## src/rtl/core/pfdrc_pkg.sv

```systemverilog
// Shared types and constants for the packet buffer with duplicate check and range count.
`default_nettype none

package pfdrc_pkg;

  // Operation codes carried on the input channel.
  localparam logic [1:0] OP_ADD     = 2'd0;
  localparam logic [1:0] OP_FORWARD = 2'd1;
  localparam logic [1:0] OP_COUNT   = 2'd2;

  // Width of the limit register, of the held count and of the match count.
  localparam int unsigned LIM_W = 9;

  // Limit value after reset.
  localparam logic [LIM_W-1:0] LIMIT_RESET = 9'd256;

  // Control from the sequencer to the compare unit.
  typedef struct packed {
    logic clear;       // start of a new scan: drop the old result
    logic valid;       // read data from the store is a live entry
    logic count_mode;  // destination plus time range test instead of full match
  } match_ctl_t;

endpackage

`default_nettype wire

```

## src/rtl/core/pfdrc_match.sv

```systemverilog
// Shared compare unit: tests one stored entry per cycle and accumulates hit and count.
`default_nettype none

module pfdrc_match #(
  parameter int unsigned NODE_BITS = 16,
  parameter int unsigned TIME_BITS = 32
) (
  input  wire logic                          clk,
  input  wire logic                          rst_n,
  input  wire pfdrc_pkg::match_ctl_t         ctl,
  input  wire logic [NODE_BITS-1:0]          key_source,
  input  wire logic [NODE_BITS-1:0]          key_destination,
  input  wire logic [TIME_BITS-1:0]          key_time,
  input  wire logic [TIME_BITS-1:0]          key_start,
  input  wire logic [TIME_BITS-1:0]          key_end,
  input  wire logic [NODE_BITS-1:0]          ent_source,
  input  wire logic [NODE_BITS-1:0]          ent_destination,
  input  wire logic [TIME_BITS-1:0]          ent_time,
  output logic                               hit,
  output logic [pfdrc_pkg::LIM_W-1:0]        count
);

  logic                          hit_r;
  logic                          hit_nxt;
  logic [pfdrc_pkg::LIM_W-1:0]   count_r;
  logic [pfdrc_pkg::LIM_W-1:0]   count_nxt;
  logic                          dst_eq;
  logic                          full_eq;
  logic                          in_range;
  logic                          match;

  assign dst_eq   = (ent_destination == key_destination);
  assign full_eq  = dst_eq && (ent_source == key_source) && (ent_time == key_time);
  // A reversed range can never be satisfied, so it counts nothing by itself.
  assign in_range = dst_eq && (ent_time >= key_start) && (ent_time <= key_end);
  assign match    = ctl.valid && (ctl.count_mode ? in_range : full_eq);

  always_comb begin
    hit_nxt   = hit_r;
    count_nxt = count_r;
    if (ctl.clear) begin
      hit_nxt   = 1'b0;
      count_nxt = '0;
    end else if (match) begin
      hit_nxt   = 1'b1;
      count_nxt = count_r + 1'b1;
    end
  end

  always_ff @(posedge clk) begin
    if (!rst_n) begin
      hit_r   <= 1'b0;
      count_r <= '0;
    end else begin
      hit_r   <= hit_nxt;
      count_r <= count_nxt;
    end
  end

  assign hit   = hit_r;
  assign count = count_r;

endmodule

`default_nettype wire

```

## config.mk

```make
export PLATFORM = sky130hd
export DESIGN_NAME = pfdrc_match
export DESIGN_NICKNAME = d
export VERILOG_FILES = /design/src/rtl/core/pfdrc_pkg.sv /design/src/rtl/core/pfdrc_match.sv
export SDC_FILE = /design/constraint.sdc
export NUM_CORES = 1
export LEC_CHECK = 0
export ABC_CLOCK_PERIOD_IN_PS = 5350
export BUFFER_PORTS_ARGS = -buffer_cell sky130_fd_sc_hd__buf_2
export CAP_MARGIN = 0
export CORE_MARGIN = 2
export CORE_UTILIZATION = 45
export DETAILED_ROUTE_END_ITERATION = 8
export GPL_TIMING_DRIVEN = 1
export PLACE_DENSITY_LB_ADDON = 0.3
export REMOVE_ABC_BUFFERS = 1
export SYNTH_ARGS = -nofsm -noshare
export SYNTH_HDL_FRONTEND = slang
export SYNTH_SLANG_ARGS = --single-unit
```

## constraint.sdc

```tcl
create_clock -name clk -period 5.35 [get_ports clk]
set_clock_uncertainty 0.2 [all_clocks]
set_input_delay 0.535 -clock clk [delete_from_list [all_inputs] [get_ports clk]]
set_output_delay 0.535 -clock clk [all_outputs]
set_load 0.005 [all_outputs]
```

=== Yosys cells after proc, flatten, opt, wreduce, memory -nomap -nowiden ===
Cells that the tools add are included.

* Register bits: 10
* Bits of input ports: 197

* Reduce and logical (&&, ||, !) cells: 6
* $add $sub $neg: 1
* Multiplexer cells: 1
* Eq/ne operators: 3
* Bitwise logic cells: 1
* Magnitude comparators: 2

{| class="wikitable"
|+ Operator list
! operator !! count
|-
| 16-bit equality test || 2
|-
| 32-bit equality test || 1
|-
| 32-bit greater-or-equal comparator || 1
|-
| 32-bit less-or-equal comparator || 1
|-
| 9-bit by 1-bit adder with 9-bit output (second input constant) || 1
|-
| 1-bit logical AND || 5
|-
| 2-bit OR reduction || 1
|-
| 1-bit two-way mux || 1
|-
| 1-bit inverter || 1
|}

=== Depth between registers and ports, before layout ===
* Word-level depth: 5
* Gate-level depth with buffers: 11
* Gate-level depth less buffers: 10

=== Least setup slack after synthesis ===
No wires, ideal clock.

* Path kind: in2reg
* From: input port key_start[21]
* To: register hit_r (netlist: hit)
* Arrival: 2531 ps
* Setup time: 115 ps
* Data required time: 5035 ps
* Slack: 2504 ps
* Buffers on the path: 1
* Cell stages on the path: 11
* Path through: inv_1 ha_1 a21o_1 a21oi_1 o221ai_1 a2111o_1 a31o_2 a21oi_2 buf_2 nor2_1 o21a_1

* Word-level cells in the longest chain between the ends: 5

{| class="wikitable"
|+ RTL lines
! item !! line !! text
|-
| from (decl) || pfdrc_match.sv:14 || <nowiki>input wire logic [TIME_BITS-1:0] key_start,</nowiki>
|-
| 32-bit greater-or-equal comparator || pfdrc_match.sv:35 || <nowiki>assign in_range = dst_eq && (ent_time >= key_start) && (ent_time <= key_end);</nowiki>
|-
| 1-bit logical AND (2 in a row) || pfdrc_match.sv:35 ||
|-
| 1-bit two-way mux || pfdrc_match.sv:36 || <nowiki>assign match = ctl.valid && (ctl.count_mode ? in_range : full_eq);</nowiki>
|-
| 1-bit logical AND || pfdrc_match.sv:36 ||
|-
| to (signal assigned) || pfdrc_match.sv:55 || <nowiki>hit_r <= hit_nxt;</nowiki>
|-
| to (decl) || pfdrc_match.sv:23 || <nowiki>logic hit_r;</nowiki>
|}

Every way passes these cells.
A chain may end at the register's enable or synchronous reset.

=== Worst setup path after layout ===
* From: input port ent_time[21]
* To: register hit_r (netlist: hit)

* Word-level cells in the longest chain between the ends: 5
* Elaborated cells between the ends (all ways): 8
* Classes of those cells: order compare: 2; eq/ne: 1; mux: 1; reduce/logical: 4

{| class="wikitable"
|+ RTL lines
! item !! line !! text
|-
| from (decl) || pfdrc_match.sv:18 || <nowiki>input wire logic [TIME_BITS-1:0] ent_time,</nowiki>
|-
| 32-bit greater-or-equal comparator || pfdrc_match.sv:35 ||
|-
| 1-bit logical AND (2 in a row) || pfdrc_match.sv:35 ||
|-
| 1-bit two-way mux * || pfdrc_match.sv:36 ||
|-
| 1-bit logical AND * || pfdrc_match.sv:36 ||
|}

Every way passes the cells marked *; elsewhere a longest branch is shown, timed or not.

==> summary.txt <==
Pwr
  • Net switching power: roughly 0.00015 W
  • Static Leak: 2.25 nW
  • Int Power: around 0.00025 W
  • Sw Share: 37.4%
  • VDD IR-drop max: 120 uV
  • Part of the power in the clock network: 18.9%
  • Combinational share of power: 62.5%
  • Pwr dens: 101 nW/um^2
  • Seq pwr share: 18.6%

Setup path
  • Worst Path Required: 5.28 ns
  • Startpoint Class: primary input
  • Crit path max fanout: 17
  • Crit path arrival time: 2.97 ns
  • CP Capture Type: flop
  • Critical setup path kind: in2reg

Route
  • Vias: between 3000 and 4000
  • Vias/cell: 5.17
  • DR iter-0 viols: about 110
  • ANT nets after route: 0
  • # DRC: 0
  • Post-Route WL: 9220 um
  • Wire length per cell: 14.0 um
  • Initial DRT Pass Iterations: 4

Timing
  • Crit share post-route: 57.0%
  • Fmax: ~330 MHz
  • Worst-margin pin slew: just over 0.6 ns
  • RSZ-0062 raised after global routing: no
  • Final hold slack: 0.268 ns
  • Minimum clock period after layout: just over 3 ns
  • Setup tns final: 0 ns
  • Hold Fails Final Rpt: 0
  • Slew Limit Fails: 0
  • Max transition margin: about three fifths
  • Setup-failing EPs final: 0

GRT
  • Total GRT Usage: 25.6%
  • Initial antenna violation count: 0
  • Largest net degree at the start of global routing: 18
  • First-pass GRT wire length: 14800 um
  • Total gr overflow: 0
  • Number of global-route vias before repair: around 3400

Floorplan
  • Die W: 83.4 um
  • Core area: around 6000 sq um
  • Rows: 28
  • # IOs: 207
  • Initial Util: 47.3%
  • Die Footprint: around 7000 sq um
  • Die Y: approximately 83 um

Run
  • Number of max-cap violations: 0

Yosys
  • Synth Warn #: 0
  • Yosys reg bits: 10
  • Yosys cell types: 42
  • Cells after synthesis: between 300 and 400
  • Register area share after synthesis: under 10%
  • Avg Inst Size Synth: 7.52 sq um
  • Mapped Area: about 2800 sq um

CTS
  • Cts bufs inserted: 3
  • Worst-path clk slew: ~0.04 ns
  • Root Driver: clkbuf_8
  • CTS sink cnt: 10
  • Post-CTS Hold Buffers: 0
  • Post-CTS Repair Setup Buffers: 0
  • CTS tree: done
  • CTS H-tree depth: 1
  • Skew-Pair Late Insertion Delay: 0.23 ns
  • CTS resizes: 0
  • Max Root-Sink Buffers: 2

Layout
  • Final core occ: around two thirds
  • Antenna Cells: 0
  • Layout Nets: about 850
  • Layout cells sized above 1: 36.2%
  • Syn-to-layout area delta: 40.7%

Place
  • DP HPWL: about 8400 um
  • GPL Wtd Cong: around 0.9
  • I/O Buffers: approximately 210

Run status
  • Status: finished, final reports clean

Min path
  • Hold Crit Class: reg2reg
-- layout by cell type (no fill, tap or decap), drive strengths merged, types with 3 or more instances in the layout --
cell    Yosys  final
a211oi      3      3
a21o        7      7
a21oi      29     29
buf         1    206
clkbuf      2      3
dfxtp      10     10
ha         65     65
inv        68     68
nand2      18     18
nand3      14     14
nand4      22     22
nor2        6      6
nor2b       6      6
nor3        5      5
nor4        9      9
o21a        3      3
o21ai       8      8
o31ai       5      5
or3         3      3
or4         8      8
xnor2      30     30
xor2       32     32
-- power groups by stage --
| stage | logic, W | clock network [W] | registers [W] |
|---|---|---|---|
| after global placement | 0.000242 | 0 | 0.0000761 |
| after detailed placement | 0.000250 | 0 | 0.0000761 |
| after floorplan | 0.000129 | 0 | 0.0000761 |
| after CTS | 0.000252 | 0.0000778 | 0.0000747 |
| final | 0.000251 | 0.0000762 | 0.0000747 |
| after global routing | 0.000284 | 0.0000827 | 0.0000746 |
-- layout make-up --
cell class	instances	area [sq um]
repair buffers	206	1030
inverters	68	255
flip-flops and latches	10	200
well taps	75	93.8
multi-input cells	296	2370
fillers	540	2000
clock buffers	3	41.3
-- path summary, 6_finish.rpt --
check	startpoint	end	slack, ns	depth (start not counted)
hold / removal	hit	hit	0.27	1
hold reg to reg	hit	hit	0.27	1
setup / recovery	ent_time[21]	hit	2.30	10
setup reg to reg	count[0]	count[8]	3.51	5
-- logic make-up (layout without fill, tap and decap cells) --
logic type                 after synthesis  after routing  share of synthesized area [%]
muxes                                    1              1                          0.353
and+or+nand+nor                         99             99                           19.8
xor gates and xnor gates                62             62                           19.1
buffers and inverters                   71            277                           9.44
AOI/OAI and AO/OA                       69             69                           15.6
adders and majority gates               65             65                           28.7
DFF                                     10             10                           7.06
-- per-layer routing --
| layer | wire (um) | global-route usage, % | share of wire [%] | up-vias |
|---|---|---|---|---|
| met5 | 0 | 0 | 0 | - |
| met4 | 178 | 6.41 | 1.9 | 0 |
| met3 | 648 | 3.88 | 7.0 | 12 |
| met2 | 4620 | 48.7 | 50 | 142 |
| met1 | 3770 | 29.5 | 41 | 1492 |
| li1 | - | - | - | 1756 |
-- flip-flops by register name, indices dropped and copies added, names as in the netlist --
signal	flops
count	9
hit	1
-- cell usage after synthesis --
master	instances	share of area (%)
nand4_1	22	4.9
dfxtp_1	10	7.1
o311ai_0	1	0.31
a21oi_2	1	0.31
nor3_1	5	0.88
buf_2	1	0.18
o211a_1	1	0.35
mux2i_1	1	0.35
clkbuf_1	2	0.26
nand2_1	18	2.4
nand3_1	14	2.5
o31ai_1	5	1.3
o31a_1	1	0.31
inv_1	68	9.0
and4_1	2	0.62
o22ai_1	1	0.22
nor2_1	6	0.79
o2bb2ai_1	1	0.31
or4_1	8	2.1
o21ai_0	7	1.2
nor4bb_1	2	0.71
ha_1	65	29
xor2_1	32	9.9
nand4b_1	1	0.31
or3_1	3	0.66
a21oi_1	28	4.9
a2111oi_0	2	0.62
a31oi_1	1	0.22
xnor2_1	30	9.3
a211oi_1	3	0.79
nor4_1	9	2.0
nand2b_1	2	0.44
a31o_2	1	0.31
o221ai_1	1	0.31
o21a_1	3	0.79
and3_1	1	0.22
a21o_1	7	1.9
a2111o_1	1	0.40
o211ai_1	2	0.53
a21boi_0	1	0.26
nor2b_1	6	1.3
o21ai_1	1	0.18
-- metrics by stage --
stage	total power (W)	instance area, sq um	setup WS [ns]	std cells
floorplan	0.000205	2820	2.47	374
global placement	0.000318	3950	2.16	655
detailed placement	0.000326	3950	2.08	655
CTS	0.000404	3990	2.32	658
global route	0.000441	3990	2.15	658
finish	0.000402	3990	2.30	658
-- critical path, stage by stage --
cell and delay [ns]:
buf_2 0.13, ha_1 0.29, a21o_1 0.18, a21oi_1 0.15, o221ai_1 0.17, a2111o_1 0.44, a31o_2 0.23, a21oi_2 0.49
nor2_1 0.16, o21a_1 0.20
Power figures use the tool's default switching activity.
